File: src/design/lns_pkg.sv
// lns_pkg: shared widths, constants, queue entry type and the leading-one search
// for the natural-log unit. No dependencies.
package lns_pkg;

    localparam int X_W         = 32;
    localparam int OUT_W       = 32;
    localparam int P_W         = 5;
    localparam int K_W         = 6;
    localparam int SER_FRAC    = 30;
    localparam int U_W         = 30;
    localparam int RECIP_W     = 31;
    localparam int ACC_W       = 32;
    localparam int V_W         = 38;
    localparam int TC_W        = 6;
    localparam int QUEUE_DEPTH = 2;

    localparam logic [TC_W-1:0] TC_RESET = 6'd32;
    localparam logic [U_W-1:0]  LN2_Q30  = 30'd744261118;

    typedef struct packed {
        logic                  zero;
        logic signed [K_W-1:0] k;
        logic [U_W-1:0]        u;
    } entry_t;

    typedef struct packed {
        logic full;
        logic empty;
    } q_stat_t;

    function automatic logic [P_W-1:0] lead_one(input logic [X_W-1:0] x);
        logic [P_W-1:0] pos;
        pos = '0;
        for (int b = 0; b < X_W; b++)
        begin
            if (x[b])
            begin
                pos = P_W'(b);
            end
        end
        return pos;
    endfunction

endpackage

File: src/design/lns_front.sv
// lns_front: accepts operands, finds the leading one and normalizes to a Q0.30 fraction.
// Depends on lns_pkg; pushes entries into lns_queue.
module lns_front #(
    parameter int FRAC_BITS = 16
) (
    input  logic                         clk,
    input  logic                         rst_n,
    input  logic                         in_valid,
    output logic                         in_stall,
    input  logic [lns_pkg::X_W-1:0]      x_value,
    input  lns_pkg::q_stat_t             q_stat,
    output logic                         q_push,
    output lns_pkg::entry_t              q_entry
);

    typedef enum logic [1:0] {
        F_IDLE,
        F_FIND,
        F_NORM
    } fstate_t;

    fstate_t                     state_reg;
    logic [lns_pkg::X_W-1:0]     x_reg;
    logic [lns_pkg::P_W-1:0]     p_reg;
    logic [lns_pkg::X_W-1:0]     m_next;

    assign in_stall = (state_reg != F_IDLE);
    assign q_push   = (state_reg == F_NORM) && !q_stat.full;

    always_comb
    begin
        if (p_reg == lns_pkg::P_W'(lns_pkg::X_W - 1))
        begin
            m_next = x_reg >> 1;
        end
        else
        begin
            m_next = x_reg << (lns_pkg::SER_FRAC - int'(p_reg));
        end
        q_entry.zero = (x_reg == '0);
        q_entry.k    = lns_pkg::K_W'($signed({1'b0, p_reg}) - FRAC_BITS);
        q_entry.u    = m_next[lns_pkg::U_W-1:0];
    end

    always_ff @(posedge clk or negedge rst_n)
    begin
        if (!rst_n)
        begin
            state_reg <= F_IDLE;
            x_reg     <= '0;
            p_reg     <= '0;
        end
        else
        begin
            case (state_reg)
                F_IDLE:
                begin
                    if (in_valid)
                    begin
                        x_reg     <= x_value;
                        state_reg <= F_FIND;
                    end
                end
                F_FIND:
                begin
                    p_reg     <= lns_pkg::lead_one(x_reg);
                    state_reg <= F_NORM;
                end
                F_NORM:
                begin
                    if (!q_stat.full)
                    begin
                        state_reg <= F_IDLE;
                    end
                end
                default:
                begin
                    state_reg <= F_IDLE;
                end
            endcase
        end
    end

endmodule

File: config.mk
export PLATFORM = sky130hd
export DESIGN_NAME = lns_front
export DESIGN_NICKNAME = d
export VERILOG_FILES = /design/src/design/lns_pkg.sv /design/src/design/lns_front.sv
export SDC_FILE = /design/constraint.sdc
export NUM_CORES = 1
export LEC_CHECK = 0
export CAP_MARGIN = 20
export CORE_ASPECT_RATIO = 1.1
export CORE_MARGIN = 1.5
export CORE_UTILIZATION = 30
export CTS_CLUSTER_SIZE = 25
export DETAILED_ROUTE_END_ITERATION = 6
export DONT_BUFFER_PORTS = 1
export GPL_TIMING_DRIVEN = 0
export HOLD_SLACK_MARGIN = 0.06
export PLACE_DENSITY = 0.42
export SETUP_SLACK_MARGIN = 0.02
export SLEW_MARGIN = 15
export SYNTH_ARGS = -nofsm -noshare
export SYNTH_HDL_FRONTEND = slang
export SYNTH_SLANG_ARGS = --single-unit
File: constraint.sdc
create_clock -name clk -period 5.9 [get_ports clk]
set_input_delay 0.295 -clock clk [delete_from_list [all_inputs] [get_ports clk]]
set_output_delay 0.295 -clock clk [all_outputs]
set_load 0.03 [all_outputs]
==> flow_metrics.py, run 1 <==
metrics = {
    "worst_hold_path": {
        "hp-start": "x_value[21]",
        "hold_depth": 2,
        "hp-class": "input port to register",
        "hold_end": "x_reg[21]$_DFFE_PN0P_",
    },
    "global_routing": {
        "grt_overflow": 0,
        "grt_pass1_vias": 3659,
        "grt_max_degree": 40,
        "grt_pass1_wl_mm": 22.5,
        "antenna_found_initial": 0,
        "globalRouteTotalUtil_pct": 21.9,
    },
    "synth": {
        "synth.top_cells.by_area": "dfrtp_1 (25%), mux4_1 (8.2%), mux2i_1 (7.8%), mux2_2 (7.6%), nand2_1 (5.8%)",
        "synthFlopType": "dfrtp_1",
        "ys_seq_area_share_pct": 25.3,
        "ys_async_sr_fraction_pct": 100,
        "yosysWarnings": 0,
        "yosys.area.top_type": "dfrtp_1",
        "synth_fp_nets": 480,
        "netlist_area_sq_mm": 0.00386,
        "syn-instance-count": 442,
        "ys_ff_latch": 39,
        "synth_edf_count": 0,
        "synth_cell_types": 56,
        "yosysTopAreaCellShare_pct": 25.3,
        "avgSynthCellArea_sq_um": 8.74,
    },
    "cts": {
        "clkLatencyLatePin_ns": 0.29,
        "cts_tree": "yes",
        "cts.reportedPaths.clkPinSlew_ns": 0.06,
        "cts_max_level": 2,
        "cts-root-buf": "clkbuf_16",
        "cts_buffer_depth": 2,
        "cts_made_buffers": 5,
        "ctsHoldBuffers": 2,
        "cts_resized": 0,
        "clock_sinks": 39,
        "post_cts_buffers": 0,
    },
    "run": {
        "max_cap_violations": 0,
    },
    "drt": {
        "vias": 3718,
        "detail-route-antenna-nets": 0,
        "wl_mm": 14.8,
        "firstDrtPassIters": 4,
        "viasPerCell": 6.11,
        "drt_first_iter_violations": 277,
        "detail_route.wl_per_cell_um": 24.2,
        "post-route-drc-count": 0,
    },
    "finish": {
        "fillers": 1366,
        "area_growth_pct": 10.4,
        "seq_area_sq_um": 976,
        "largest_register_ffs": 32,
        "fin_cells": 609,
        "fin_nets": 489,
        "num_antenna_cells": 0,
        "multi_input_area_sq_mm": 0.00256,
        "drive_above_1_share_pct": 18.4,
    },
    "sta": {
        "min_period_ns": 3.58,
        "slew_violations": 0,
        "worst_pin_slew_ns": 1.06,
        "clock.fmax_ghz": 0.279,
        "finalSetupViolCount": 0,
        "relSlewSlack_pct": 28.4,
        "setup-tns-final_ns": 0,
        "rsz0062_at_grt": "no",
        "timing.final.crit_share_pct": 60.7,
        "skew_ns": 0.00815,
        "worst_hold_slack_ns": 0.121,
        "hold_viol_final": 0,
    },
    "outcome": {
        "status": "completed",
    },
    "floorplan": {
        "core_sq_mm": 0.0126,
        "dieHeight_um": 122,
        "die_x_um": 111,
        "io_pins": 76,
        "fp-row-count": 43,
        "die-area_sq_mm": 0.0136,
        "start_util_pct": 30.7,
    },
    "critical_path": {
        "rr_endpoint": "p_reg[1]$_DFFE_PN0N_",
        "path_max_fanout": 10,
        "cp-start-kind": "register",
        "critPathMaxStageDelay_ns": 0.84,
        "crit_path_end_kind": "output port",
        "cpMostUsedCell": "mux2i_1",
        "cp.required_ns": 5.61,
        "arrival_ns": 3.29,
        "critPathSlowestCell": "o21ai_0",
        "rrSetupSlack_ns": 3.56,
        "crit_start": "p_reg[1]$_DFFE_PN0N_",
        "critPathKind": "register to output port",
        "ff2ff_path_depth": 6,
        "timing.rr.start": "x_reg[4]$_DFFE_PN0P_",
        "worstPathCellList": "ha_1, buf_6, buf_12, buf_12, mux2i_1, mux2i_1, mux2i_1, a21oi_1, a21oi_1, o21ai_0",
    },
    "placement": {
        "dp.cells": 599,
        "gp_congestion": 0.954,
        "hpwlAfterDp_mm": 11.5,
        "portBuffers": 0,
    },
}
-- final cells by class --
class / instances / area share (%)
buffer: 39 / 6.66
clock buffer: 5 / 2.93
clock inverter: 3 / 1.03
inverter: 12 / 1.06
multi-input combinational: 352 / 60.1
sequential: 39 / 22.9
tap: 157 / 4.61
timing repair buffer: 2 / 0.704
-- routing by layer --
| metal | vias to the layer above | wire length [um] | track usage, % |
|---|---|---|---|
| met1 | 1810 | 6230 | 28.7 |
| li1 | 1675 | - | - |
| met3 | 32 | 1110 | 3.23 |
| met2 | 201 | 6740 | 35.0 |
| met4 | 0 | 682 | 11.7 |
| met5 | - | 0 | 0 |
-- layout by cell type (no fill, tap or decap), drive strengths merged, types with 3 or more instances in the layout --
cell type	instances
a211oi	4
a21oi	38
a221oi	3
a22o	8
and3	3
buf	29
clkbuf	16
dfrtp	39
inv	12
mux2	27
mux2i	30
mux4	15
nand2	62
nand2b	5
nand3	7
nor2	41
nor3	13
nor4	9
o211ai	5
o21ai	39
o221ai	5
o22ai	5
-- logic make-up after synthesis --
kind of cell / count (synthesis) / share of synthesized area, %
simple gates: 149 / 17.9
compound gates: 126 / 20.6
mux: 72 / 25.6
buf+inv: 51 / 8.52
flops: 39 / 25.3
xor+xnor: 4 / 1.78
fa+ha+maj: 1 / 0.324
-- worst max path at each step --
stage / to / slack (ns) / cells past startpoint
final: q_entry[22] / 2.32 / 10
after global routing: q_entry[27] / 2.18 / 9
after CTS: q_entry[21] / 2.37 / 10
after detailed placement: q_entry[21] / 2.69 / 10
after global placement: q_entry[21] / 2.65 / 10
after floorplan: q_entry[16] / 3.18 / 10
-- synthesized netlist by cell type (3+ instances only) --
cell and number:
a21oi_1 38, a221oi_1 3, a22o_1 8, buf_12 3, buf_2 11, buf_4 8, buf_6 6, clkbuf_1 11
dfrtp_1 39, inv_1 10, mux2_2 26, mux2i_1 30, mux4_1 12, mux4_2 3, nand2_1 60, nand2b_1 5
nand3_1 6, nor2_1 41, nor3_1 13, nor4_1 7, o211ai_1 5, o21ai_0 34, o21ai_1 5, o221ai_1 5
o22ai_1 5
-- critical path: cells and delay by family (launching register included) --
| family | cells | cell delay, ns |
|---|---|---|
| AO/OA/AOI/OAI | 3 | 1.12 |
| multiplexers | 3 | 0.64 |
| flip-flops | 1 | 0.45 |
| buffers and inverters | 3 | 0.45 |
| adder cells (fa/ha/maj) | 1 | 0.32 |
-- through the flow --
step | area, sq um | util [%] | worst slack [ns]
after floorplan | 3860 | - | 3.18
after global routing | 4270 | 33.9 | 2.18
after detailed placement | 4070 | 32.3 | 2.69
after CTS | 4270 | 33.9 | 2.37
final | 4270 | 33.9 | 2.32
after global placement | 4060 | 32.3 | 2.65
Power of run 1 is not shown: default switching activity piles up to over one toggle a cycle in this logic, so the estimate is an artifact.
==> run 2, diff against run 1 <==
==> constraint.sdc (replaced) <==
create_clock -name clk -period 3.55 [get_ports clk]
set_input_delay 0.1775 -clock clk [delete_from_list [all_inputs] [get_ports clk]]
set_output_delay 0.1775 -clock clk [all_outputs]
set_load 0.03 [all_outputs]
==> flow_metrics.py, run 2 (synthesis results as in run 1) <==
metrics = {
    "floorplan": {
        "core_sq_mm": 0.0126,
        "io_pins": 76,
        "dieHeight_um": 122,
        "fp-row-count": 43,
        "die_x_um": 111,
        "die-area_sq_mm": 0.0136,
        "start_util_pct": 30.7,
    },
    "critical_path": {
        "crit_path_end_kind": "output port",
        "cpMostUsedCell": "mux2i_1",
        "path_delay_family": "compound AO/OA/AOI/OAI gates",
        "critPathMaxStageDelay_ns": 0.83,
        "arrival_ns": 3.27,
        "cp.required_ns": 3.37,
        "worstPathCellList": "ha_1, buf_6, buf_12, buf_12, mux2i_1, mux2i_1, mux2i_1, a21oi_1, a21oi_1, o21ai_0",
        "path_max_fanout": 10,
        "crit_start": "p_reg[1]$_DFFE_PN0N_",
        "timing.rr.start": "x_reg[4]$_DFFE_PN0P_",
        "critPathSlowestCell": "o21ai_0",
        "cp-start-kind": "register",
        "critPathKind": "register to output port",
        "critPathBufInv": 3,
    },
    "finish": {
        "seq_area_sq_um": 976,
        "drive_above_1_share_pct": 17.1,
        "multi_input_area_sq_mm": 0.00257,
        "fillers": 1356,
        "num_antenna_cells": 0,
        "final_common_cell": "nand2_1",
        "final_cell_mix": "nand2_1 (60), nor2_1 (41), dfrtp_1 (39)",
        "largest_register_ffs": 32,
        "fin_nets": 522,
        "area_growth_pct": 19.2,
    },
    "run": {
        "max_cap_violations": 0,
    },
    "cts": {
        "cts.reportedPaths.clkPinSlew_ns": 0.06,
        "cts_max_level": 2,
        "clkLatencyLatePin_ns": 0.29,
        "clock_sinks": 39,
        "cts-root-buf": "clkbuf_16",
        "cts_tree": "yes",
        "cts_made_buffers": 5,
        "cts_buffer_depth": 2,
    },
    "sta": {
        "hold_viol_final": 0,
        "worst_pin_slew_ns": 1.09,
        "slew_violations": 0,
        "timing.final.crit_share_pct": 97.0,
        "finalSetupViolCount": 0,
        "skew_ns": 0.00816,
        "clock.fmax_ghz": 0.290,
        "rsz0062_at_grt": "no",
        "setup-tns-final_ns": 0,
        "relSlewSlack_pct": 26.4,
        "min_period_ns": 3.44,
    },
    "global_routing": {
        "busiest_layer": "met2",
        "antenna_found_initial": 0,
        "grt_pass1_vias": 3778,
        "grtUsageMet1_pct": 28.8,
        "globalRouteTotalUtil_pct": 22.0,
        "grt_max_degree": 40,
        "use_met2_pct": 35.8,
        "grt_pass1_wl_mm": 22.7,
        "grt_overflow": 0,
        "grt.met3_usage_pct": 2.59,
    },
    "drt": {
        "wl_mm": 14.9,
        "detail-route-antenna-nets": 0,
        "drt_first_iter_violations": 274,
        "post-route-drc-count": 0,
        "vias": 3817,
        "viasPerCell": 5.95,
        "firstDrtPassIters": 4,
        "detail_route.wl_per_cell_um": 23.2,
    },
    "placement": {
        "portBuffers": 0,
        "hpwlAfterDp_mm": 11.5,
        "gp_congestion": 0.954,
    },
    "outcome": {
        "status": "completed",
    },
    "worst_hold_path": {
        "hp-start": "in_valid",
        "hp-class": "input port to register",
    },
}
-- run 2: changes by cell type in the layout (fill, tap and decap cells not counted), sizes merged --
cell and change:
dlygate4sd3 +33
-- run 2: tightest hold or removal path: stages --
cell and delay, ns:
inv_1 0.03, nor2_1 0.09, mux2_2 0.23
-- run 2: what timing repair did --
action,in CTS,in global routing
buffers inserted,0,0
endpoints found under the setup margin,0,2
endpoints found under the hold margin,72,0
hold buffers,35,0
gates resized for setup,0,2
-- run 2: path summary, 6_finish.rpt --
kind / depth (start not counted) / slack [ns] / to
max reg2reg: 6 / 1.25 / p_reg[1]$_DFFE_PN0N_
min reg2reg: 2 / 0.55 / state_reg[1]$_DFFE_PN0P_
max: 10 / 0.11 / q_entry[22]
min: 3 / 0.27 / x_reg[12]$_DFFE_PN0P_
min in group asynchronous: 2 / 0.39 / x_reg[12]$_DFFE_PN0P_
max in group asynchronous: 2 / 2.98 / x_reg[11]$_DFFE_PN0P_
-- run 2: metrics by stage --
| stage | hold slack, ns | worst slack (ns) | utilization, % | instances | area (sq um) |
|---|---|---|---|---|---|
| after detailed placement | -0.117 | 0.454 | 32.3 | 599 | 4070 |
| after floorplan | -0.118 | 0.945 | - | 442 | 3860 |
| after CTS | 0.291 | 0.136 | 36.5 | 642 | 4600 |
| final | 0.273 | 0.107 | 36.6 | 642 | 4600 |
| after global placement | -0.117 | 0.417 | 32.3 | 599 | 4060 |
| after global routing | 0.309 | 0.0229 | 36.6 | 642 | 4600 |
-- run 2: layer usage --
layer	wire [um]	vias to the layer above
met5	0	-
met3	1000	33
li1	-	1741
met4	659	0
met2	6890	181
met1	6330	1862
-- run 2: final cells by class --
| class | instances | share of cell area [%] |
|---|---|---|
| clock inverters | 3 | 0.951 |
| inverters | 12 | 0.978 |
| multi-input cells | 352 | 55.9 |
| well taps | 157 | 4.27 |
| plain buffers | 39 | 6.17 |
| clock buffers | 5 | 2.72 |
| flip-flops and latches | 39 | 21.2 |
| repair buffers | 35 | 7.83 |
Power of run 2 is left out for the same reason.
