File: config.mk
export PLATFORM = sky130hd
export DESIGN_NAME = lns_queue
export DESIGN_NICKNAME = d
export VERILOG_FILES = /design/src/design/lns_pkg.sv /design/src/design/lns_queue.sv
export SDC_FILE = /design/constraint.sdc
export NUM_CORES = 1
export LEC_CHECK = 0
export BUFFER_PORTS_ARGS = -buffer_cell sky130_fd_sc_hd__buf_2
export CORE_AREA = 2 2 84 86
export CTS_BUF_LIST = sky130_fd_sc_hd__clkbuf_16
export CTS_CLUSTER_DIAMETER = 150
export DETAILED_ROUTE_END_ITERATION = 8
export DIE_AREA = 0 0 86 88
export PLACE_DENSITY = 0.72
export SLEW_MARGIN = 20
export SYNTH_ARGS = -nofsm -noshare
export SYNTH_HDL_FRONTEND = slang
export SYNTH_SLANG_ARGS = --single-unit
export TNS_END_PERCENT = 20
File: constraint.sdc
create_clock -name clk -period 2.5 [get_ports clk]
set_clock_uncertainty 0.1 [all_clocks]
set_input_delay 0.125 -clock clk [delete_from_list [all_inputs] [get_ports clk]]
set_output_delay 0.125 -clock clk [all_outputs]
set_load 0.01 [all_outputs]
File: src/design/lns_pkg.sv
// lns_pkg: shared widths, constants, queue entry type and the leading-one search
// for the natural-log unit. No dependencies.
package lns_pkg;

    localparam int X_W         = 32;
    localparam int OUT_W       = 32;
    localparam int P_W         = 5;
    localparam int K_W         = 6;
    localparam int SER_FRAC    = 30;
    localparam int U_W         = 30;
    localparam int RECIP_W     = 31;
    localparam int ACC_W       = 32;
    localparam int V_W         = 38;
    localparam int TC_W        = 6;
    localparam int QUEUE_DEPTH = 2;

    localparam logic [TC_W-1:0] TC_RESET = 6'd32;
    localparam logic [U_W-1:0]  LN2_Q30  = 30'd744261118;

    typedef struct packed {
        logic                  zero;
        logic signed [K_W-1:0] k;
        logic [U_W-1:0]        u;
    } entry_t;

    typedef struct packed {
        logic full;
        logic empty;
    } q_stat_t;

    function automatic logic [P_W-1:0] lead_one(input logic [X_W-1:0] x);
        logic [P_W-1:0] pos;
        pos = '0;
        for (int b = 0; b < X_W; b++)
        begin
            if (x[b])
            begin
                pos = P_W'(b);
            end
        end
        return pos;
    endfunction

endpackage

File: src/design/lns_queue.sv
// lns_queue: short FIFO of normalized operands between front and back.
// Depends on lns_pkg.
module lns_queue (
    input  logic               clk,
    input  logic               rst_n,
    input  logic               push,
    input  lns_pkg::entry_t    push_entry,
    input  logic               pop,
    output lns_pkg::entry_t    head,
    output lns_pkg::q_stat_t   stat
);

    localparam int PTR_W = (lns_pkg::QUEUE_DEPTH > 1) ? $clog2(lns_pkg::QUEUE_DEPTH) : 1;
    localparam int CNT_W = $clog2(lns_pkg::QUEUE_DEPTH + 1);

    lns_pkg::entry_t   mem_reg [lns_pkg::QUEUE_DEPTH];
    logic [PTR_W-1:0]  wr_ptr_reg;
    logic [PTR_W-1:0]  rd_ptr_reg;
    logic [CNT_W-1:0]  count_reg;
    logic              do_push;
    logic              do_pop;

    assign stat.full  = (count_reg == CNT_W'(lns_pkg::QUEUE_DEPTH));
    assign stat.empty = (count_reg == '0);
    assign do_push    = push && !stat.full;
    assign do_pop     = pop && !stat.empty;
    assign head       = mem_reg[rd_ptr_reg];

    always_ff @(posedge clk)
    begin
        if (do_push)
        begin
            mem_reg[wr_ptr_reg] <= push_entry;
        end
    end

    always_ff @(posedge clk or negedge rst_n)
    begin
        if (!rst_n)
        begin
            wr_ptr_reg <= '0;
            rd_ptr_reg <= '0;
            count_reg  <= '0;
        end
        else
        begin
            if (do_push)
            begin
                wr_ptr_reg <= (wr_ptr_reg == PTR_W'(lns_pkg::QUEUE_DEPTH - 1)) ? '0
                              : wr_ptr_reg + 1'b1;
            end
            if (do_pop)
            begin
                rd_ptr_reg <= (rd_ptr_reg == PTR_W'(lns_pkg::QUEUE_DEPTH - 1)) ? '0
                              : rd_ptr_reg + 1'b1;
            end
            if (do_push && !do_pop)
            begin
                count_reg <= count_reg + 1'b1;
            end
            else if (do_pop && !do_push)
            begin
                count_reg <= count_reg - 1'b1;
            end
        end
    end

endmodule

==> summary.md, run 1 <==
| Metric | Value |
|---|---|
| Result of the run | complete, no violations |
| Syn Nets | 176 |
| TritonCTS buffer count | 9 |
| Number of pins with negative max-slew slack in the final report | 0 |
| Worst path slowest cell | sky130_fd_sc_hd__dfrtp_2 |
| Maximum clock rate | 524 MHz |
| Count of buffers from port buffering | 79 |
| Maximum number of pins on one net before global-route repair | 38 |
| Post-synth ARST share | 5.13% |
| Number of flops mapped to enable cells by yosys | 74 |
| Remaining number of nets flagged by the antenna check after routing | 0 |
| Pre-CTS setup slack | between 0.6 and 0.7 ns |
| Synth Area per Inst | 22.0 sq um |
| Die outline height | 88 um |
| Number of H-tree levels | 3 |
| Overflow after GRT | 0 |
| Number of buffers between clock root and the deepest sink | 2 |
| Endpoint arrival time on the critical path | 1.68 ns |
| Post-route non-filler standard cell count | ~350 |
| Maximum single-stage delay on the critical path | 0.58 ns |
| Synthesis warning total | 0 |
| Sequential cell area | 0.00232 sq mm |
| Portion of synthesized cell area occupied by the leading cell type | 75.4% |
| Type of the worst min-delay path | input pin to async pin |
| Total leakage power | 1.68 nW |
| Die width | between 80 and 90 um |
| Post-layout min period | 1.91 ns |
| Critical path, cell by cell | buf_12, mux2_2, buf_2 |
| Worst path bufs/invs | 2 |
| Most used standard cell by instance count after synthesis | sky130_fd_sc_hd__edfxtp_1 |
| Sequential cell area fraction in the yosys report | roughly four fifths |
| Worst-case vdd ir drop | 0.691 mV |
| Netlist area before placement | 0.00295 sq mm |
| Synth unique cells | 15 |
| Total track usage | 14.6% |
| Ratio of routed vias to standard cells | 4.65 |
| Effective utilization at floorplan | 44.4% |
| Final net count | 304 |
| Post-synthesis cell type with the largest combined area | sky130_fd_sc_hd__edfxtp_1 |
| Cell count after synthesis | 134 |
| Max reg flops | 74 |
| Slew margin rel. | 66.7% |
| Leading post-synthesis cells by cell area | sky130_fd_sc_hd__edfxtp_1 (75%), sky130_fd_sc_hd__mux2_4 (10%), sky130_fd_sc_hd__mux2_2 (6.5%), sky130_fd_sc_hd__dfrtp_1 (3.4%), sky130_fd_sc_hd__buf_6 (1.1%) |
| Main synth FF type | sky130_fd_sc_hd__edfxtp_1 |
| Number of global-route vias before repair | 1713 |
| Placer congestion estimate | 0.677 |
| Post-layout worst setup margin | 0.592 ns |
| Hold Violations, Final | 0 |
| Count of inserted antenna diode cells | 0 |
| Global-route wire length before repair | 8070 um |
| Core Area | 0.00664 sq mm |
| CP Max Fanout | 27 |
| Sinks on the clock net | 78 |
| Post-detailed-routing wire length | approximately 5200 um |
| Final TNS setup | 0 ns |
| Kind of cell with the highest combined delay on the critical path | flip-flops |
| Total placed instance area | 0.00346 sq mm |
| Number of search-and-repair iterations in the first detailed-routing pass | 4 |
| Filler cell count | 473 |
| Critical Path Start Type | flop |
| Root Buffer | sky130_fd_sc_hd__clkbuf_16 |
| Initial antenna violation count | 0 |
| Iteration-0 DRC count of the detailed router | 113 |
| Combined area of the multi-input logic cells | roughly 600 sq um |
| Remaining DRCs | 0 |
| Fin crit share | 76.3% |
| Endpoint kind of the worst setup timing path | output port |
| Average wire per standard cell | 15.1 um |
| Number of maximum-capacitance constraint violations | 0 |
| FF+latch count, synth | between 70 and 80 |
| Final setup violating endpoints | 0 |
| Setup repair after global routing missed its margin | false |
| Post-CTS Setup Inserts | 0 |
| Die area | ~0.0076 sq mm |
| I/O pin count | 80 |
| TritonCTS clock tree | built |
| Type of the worst setup path | flop to output port |
| Number of vias in the routed layout | 1615 |
| Fraction of layout cells with a size suffix above 1 | 51.3% |
| Clock insertion delay at the later pin of the skew report | between 0.3 and 0.4 ns |
| Slew of the pin with the lowest slew margin | approximately 0.5 ns |
| Top post-synthesis cells by count | sky130_fd_sc_hd__edfxtp_1 (74), sky130_fd_sc_hd__mux2_4 (20), sky130_fd_sc_hd__mux2_2 (17), sky130_fd_sc_hd__dfrtp_1 (4) |
| Rows | 30 |
| Post-route standard cell area excluding fillers | 0.00418 sq mm |
| Required time worst endpoint | 2.28 ns |
| Cell Pwr Density | 1140 mW/mm^2 |
| Cell total after placement | 293 |
| Signed area change from the synthesized netlist to the final layout | 41.7% |
| Clock transition at path regs | 0.06 ns |
| Sum of net half-perimeters after detailed placement | 3240 um |
==> layer usage <==
layer	track usage [%]	vias up	part of all wire, %
li1	-	779	-
met1	16.5	778	42
met2	25.4	50	52
met3	3.30	8	4.2
met4	8.37	0	1.8
met5	0	-	0
==> power breakdown <==
part,switching [mW],total (mW),internal [mW]
Sequential,0.136,1.93,1.79
Combinational,0.657,1.38,0.728
Clock,0.465,1.43,0.969
Total,1.26,4.75,3.49
==> worst reg2reg max path, stage by stage (launching register included) <==
cell                       delay [ns]
sky130_fd_sc_hd__dfrtp_1         0.42
sky130_fd_sc_hd__nand2b_1        0.17
sky130_fd_sc_hd__and3_2          0.50
sky130_fd_sc_hd__buf_4           0.30
==> area by class of cell <==
cell class,instances,area share (%)
flip-flops and latches,78,55.6
repair buffers,121,19.6
multi-input cells,50,14.1
clock buffers,9,5.39
clock inverters,7,2.73
well taps,80,2.40
inverters,2,0.180
==> kinds of logic (layout without fill, tap and decap cells) <==
family          Yosys count  after routing  share of synthesized area [%]
simple gates              6              6                          0.934
compound gates            1              1                          0.170
xor+xnor                  5              5                           1.49
mux                      37             37                           16.7
flops                    78             78                           78.7
buf+inv                   6            139                           1.57
fa+ha+maj                 1              1                          0.424
==> metrics by stage <==
| stage | hold slack, ns | util [%] | power (mW) |
|---|---|---|---|
| 3_3_place_gp | -0.164 | 52.1 | 3.29 |
| 4_1_cts | 0.0211 | 62.9 | 4.81 |
| 5_1_grt | 0.0483 | 62.9 | 4.98 |
| 3_5_place_dp | -0.161 | 52.1 | 3.32 |
| 6_report | 0.0357 | 62.9 | 4.75 |
| 2_1_floorplan | -0.271 | - | 2.86 |
==> final timing paths <==
kind	startpoint	endpoint	slack (ns)	cells past startpoint
worst max-delay path	rd_ptr_reg$_DFFE_PN0P_	head[11]	0.59	3
worst min-delay path	rst_n	wr_ptr_reg$_DFFE_PN0P_	0.04	2
worst max register to register	count_reg[0]$_DFFE_PN0P_	mem_reg[1][15]$_DFFE_PP_	0.71	3
worst min register to register	count_reg[1]$_DFFE_PN0P_	count_reg[1]$_DFFE_PN0P_	0.43	1
max in group asynchronous	rst_n	rd_ptr_reg$_DFFE_PN0P_	2.13	2
min in group clk	pop	rd_ptr_reg$_DFFE_PN0P_	0.04	3
==> repair_timing <==
item                                   in CTS  in global routing
endpoints found under the hold margin      78                  0
resized for setup                           0                  0
hold buffers                               38                  0
==> layout by cell type, fill, tap and decap left out, types with 2 or more instances in the layout <==
cell type / count
sky130_fd_sc_hd__xnor2_1: 3
sky130_fd_sc_hd__dlygate4sd3_1: 38
sky130_fd_sc_hd__inv_1: 3
sky130_fd_sc_hd__edfxtp_1: 74
sky130_fd_sc_hd__dfrtp_1: 3
sky130_fd_sc_hd__mux2_2: 17
sky130_fd_sc_hd__mux2_4: 20
sky130_fd_sc_hd__nor2_1: 2
sky130_fd_sc_hd__buf_4: 3
sky130_fd_sc_hd__buf_2: 79
sky130_fd_sc_hd__xor2_1: 2
sky130_fd_sc_hd__bufinv_16: 3
sky130_fd_sc_hd__clkbuf_16: 9
No activity file was read; power rests on OpenSTA's default activity.
==> run 2, diff against run 1 <==
--- a/config.mk
+++ b/config.mk
@@ -5,13 +5,14 @@
 export SDC_FILE = /design/constraint.sdc
 export NUM_CORES = 1
 export LEC_CHECK = 0
+export ABC_AREA = 1
 export BUFFER_PORTS_ARGS = -buffer_cell sky130_fd_sc_hd__buf_2
-export CORE_AREA = 2 2 84 86
+export CORE_AREA = 2 2 79 81
 export CTS_BUF_LIST = sky130_fd_sc_hd__clkbuf_16
 export CTS_CLUSTER_DIAMETER = 150
 export DETAILED_ROUTE_END_ITERATION = 8
-export DIE_AREA = 0 0 86 88
-export PLACE_DENSITY = 0.72
+export DIE_AREA = 0 0 81 83
+export PLACE_DENSITY = 0.77
 export SLEW_MARGIN = 20
 export SYNTH_ARGS = -nofsm -noshare
 export SYNTH_HDL_FRONTEND = slang
==> constraint.sdc (replaced) <==
create_clock -name clk -period 1.9 [get_ports clk]
set_clock_uncertainty 0.1 [all_clocks]
set_input_delay 0.095 -clock clk [delete_from_list [all_inputs] [get_ports clk]]
set_output_delay 0.095 -clock clk [all_outputs]
set_load 0.01 [all_outputs]
==> run 2 against run 1 <==
  * Cell area fell by 1.8%
  * Sequential share of layout area grew 0.97 points
  * Flip-flop and latch count unchanged
  * Synthesized cell count grew 68%
  * Core utilization up 7.7 points
  * Sequential power rose by 27%
  * Worst setup slack got worse by 0.41 ns
  * Clock power up 18%
  * Non-clock buffer count is 2 higher
  * Via count increased by 22%
  * Highest routed layer unchanged
==> summary.md, run 2 <==
| Metric | Value |
|---|---|
| Synthesis warning total | 0 |
| Reg2Reg Setup Slack | around 0.33 ns |
| Main synth FF type | sky130_fd_sc_hd__edfxtp_1 |
| Count of buffers from port buffering | between 70 and 80 |
| Register share of total power | 40.9% |
| Worst Reg2Reg Path Length in Cells | 6 |
| Logic gate share of total power | 30.9% |
| Fin crit share | 90.5% |
| Slew of the pin with the lowest slew margin | 0.640 ns |
| Commonest non-fill, non-tap cell in the layout | sky130_fd_sc_hd__nand2_1 |
| Cell count after synthesis | 225 |
| Maximum single-stage delay on the critical path | ~0.48 ns |
| Clock transition at path regs | 0.05 ns |
| Required time worst endpoint | 1.70 ns |
| TritonCTS buffer count | 9 |
| Mux cell area share after synthesis | 0% |
| Type of the worst min-delay path | input pin to async pin |
| Pre-CTS setup slack | 0.342 ns |
| Die width | approximately 81 um |
| Fraction of layout cells with a size suffix above 1 | approximately 28% |
| Core Area | slightly below 0.006 sq mm |
| I/O pin count | 80 |
| Syn Nets | 267 |
| Overflow after GRT | 0 |
| Synthesized-area fraction occupied by ao, oa, aoi and oai cells | 0.340% |
| Global-route wire length before repair | 8630 um |
| Slew margin rel. | 57.3% |
| Signed area change from the synthesized netlist to the final layout | 39.5% |
| Part of the total power dissipated in the clock network | 28.1% |
| Post-layout worst setup margin | approximately 0.18 ns |
| Placer congestion estimate | 0.641 |
| Clock insertion delay at the later pin of the skew report | 0.32 ns |
| FF+latch count, synth | 78 |
| Maximum clock rate | 581 MHz |
| Number of global-route vias before repair | 1957 |
| Sw Share | 31.2% |
| Endpoint arrival time on the critical path | 1.52 ns |
| Kind of cell with the highest combined delay on the critical path | buffers and inverters |
| TritonCTS clock tree | built |
| Maximum number of pins on one net before global-route repair | 39 |
| Post-layout min period | 1.72 ns |
| Remaining DRCs | 0 |
| Critical register-to-register path endpoint | mem_reg[0][4]$_DFFE_PP_ |
| Number of buffers between clock root and the deepest sink | 2 |
| Die area | approximately 0.0067 sq mm |
| Iteration-0 DRC count of the detailed router | 92 |
| Worst-case vdd ir drop | 1.12 mV |
| Effective utilization at floorplan | 50.6% |
| Number of vias in the routed layout | 1969 |
| WHS | between 0.007 and 0.008 ns |
| Number of pins with negative max-slew slack in the final report | 0 |
| Count of inserted antenna diode cells | 0 |
| Portion of synthesized cell area occupied by the leading cell type | 75.5% |
| Int Power | 4.15 mW |
| Type of the worst setup path | flop to output port |
| Result of the run | complete, no violations |
| Number of search-and-repair iterations in the first detailed-routing pass | 4 |
| Total leakage power | about 1.8 nW |
| Top post-synthesis cells by count | sky130_fd_sc_hd__nand2_1 (120), sky130_fd_sc_hd__edfxtp_1 (74), sky130_fd_sc_hd__inv_1 (7), sky130_fd_sc_hd__buf_6 (4), sky130_fd_sc_hd__dfrtp_1 (4) |
| Dominant combinational cell family by area after synthesis | simple AND/OR/NAND/NOR gates |
| Cell with the most instances on the worst path | sky130_fd_sc_hd__nand2_1 |
| Final setup violating endpoints | 0 |
| Worst path bufs/invs | 2 |
| Worst path slowest cell | sky130_fd_sc_hd__inv_2 |
| Average wire per standard cell | 12.4 um |
| Final net count | 393 |
| Endpoint kind of the worst setup timing path | output port |
| Origin of the critical flop-to-flop path | count_reg[1]$_DFFE_PN0P_ |
| Rows | 28 |
| Synth unique cells | 16 |
| Total track usage | 17.1% |
| Die outline height | 83 um |
| Critical path, cell by cell | inv_2, nand2_1, nand2_1, buf_2 |
| Setup repair after global routing missed its margin | false |
| Netlist area before placement | 0.00294 sq mm |
| Hold Violations, Final | 0 |
| Simple-gate portion of the synthesized area | 16.6% |
| Synth Area per Inst | 13.1 sq um |
| Xor and xnor area share after synthesis | 0.298% |
| Sinks on the clock net | 78 |
| Post-synth ARST share | between 5 and 6% |
| Sum of net half-perimeters after detailed placement | 3190 um |
| Remaining number of nets flagged by the antenna check after routing | 0 |
| Ratio of routed vias to standard cells | 4.57 |
| Cell Pwr Density | 1470 mW/mm^2 |
| Number of H-tree levels | 3 |
| Number of maximum-capacitance constraint violations | 0 |
| Sum of internal, switching and leakage power | ~6.0 mW |
| Power dissipated by switching net loads | 1.88 mW |
| Most used cells in the layout excluding fill and tap cells | sky130_fd_sc_hd__nand2_1 (120), sky130_fd_sc_hd__buf_2 (79), sky130_fd_sc_hd__edfxtp_1 (74) |
| Post-detailed-routing wire length | 5360 um |
| Number of gates given a new drive strength after cts | 0 |
| Max reg flops | 74 |
| Critical Path Start Type | flop |
| CP Max Fanout | 38 |
| Post-synthesis cell type with the largest combined area | sky130_fd_sc_hd__edfxtp_1 |
| Initial antenna violation count | 0 |
| Most used standard cell by instance count after synthesis | sky130_fd_sc_hd__nand2_1 |
| Sequential cell area fraction in the yosys report | 78.9% |
| Root Buffer | sky130_fd_sc_hd__clkbuf_16 |
| Leading post-synthesis cells by cell area | sky130_fd_sc_hd__edfxtp_1 (76%), sky130_fd_sc_hd__nand2_1 (15%), sky130_fd_sc_hd__dfrtp_1 (3.4%), sky130_fd_sc_hd__buf_6 (1.5%), sky130_fd_sc_hd__inv_1 (0.89%) |
| Number of flops mapped to enable cells by yosys | between 70 and 80 |
| Adder-cell share of the synthesized area | less than 1% |
run 2: how the worst max path moves through the flow:
stage                                         from                       end  cells after the start
after floorplan           count_reg[1]$_DFFE_PN0P_   mem_reg[0][0]$_DFFE_PP_                      5
after global placement    count_reg[1]$_DFFE_PN0P_   mem_reg[0][7]$_DFFE_PP_                      6
after detailed placement  count_reg[0]$_DFFE_PN0P_  mem_reg[1][32]$_DFFE_PP_                      3
after CTS                   rd_ptr_reg$_DFFE_PN0P_                  head[31]                      4
after global routing        rd_ptr_reg$_DFFE_PN0P_                  head[18]                      4
final                       rd_ptr_reg$_DFFE_PN0P_                  head[31]                      4
run 2: stage by stage:
step / util (%) / std cells / TNS, ns / cell area [sq um]
floorplan: - / 225 / -0.933 / 2950
global placement: 58.6 / 376 / 0 / 3410
detailed placement: 58.6 / 376 / 0 / 3410
CTS: 70.6 / 431 / 0 / 4100
global route: 70.6 / 431 / 0 / 4100
finish: 70.6 / 431 / 0 / 4100
run 2: repair_timing:
item | CTS | global route
setup buffers | 0 | 0
hold buffers | 39 | 0
hold endpoints to repair | 79 | 0
run 2: area by class of cell:
| class | instances | area (sq um) |
|---|---|---|
| Sequential cell | 78 | 2320 |
| Fill cell | 418 | 1710 |
| Timing Repair Buffer | 123 | 823 |
| Multi-Input combinational cell | 131 | 528 |
| Clock buffer | 9 | 225 |
| Tap cell | 75 | 93.8 |
| Clock inverter | 7 | 81.3 |
| Inverter | 8 | 30.0 |
run 2: power by group through the flow:
stage	clock, mW	sequential [mW]	combinational [mW]
after CTS	1.73	2.46	1.89
after global routing	1.81	2.50	2.08
after global placement	0	2.48	1.78
final	1.69	2.46	1.86
after detailed placement	0	2.50	1.82
after floorplan	0	2.48	1.20
run 2: metal layers:
metal  GRT usage (%)  vias to the layer above  part of all wire [%]
li1                -                     1001                     -
met1            18.1                      910                    39
met2            31.5                       52                    55
met3            4.02                        6                   4.8
met4            7.40                        0                   1.1
met5               0                        -                     0
run 2: logic make-up after synthesis:
family / count (synthesis)
XOR/XNOR: 1
flip-flops: 78
buffers and inverters: 16
adder cells (fa/ha/maj): 1
AND/OR/NAND/NOR: 127
AO/OA/AOI/OAI: 2
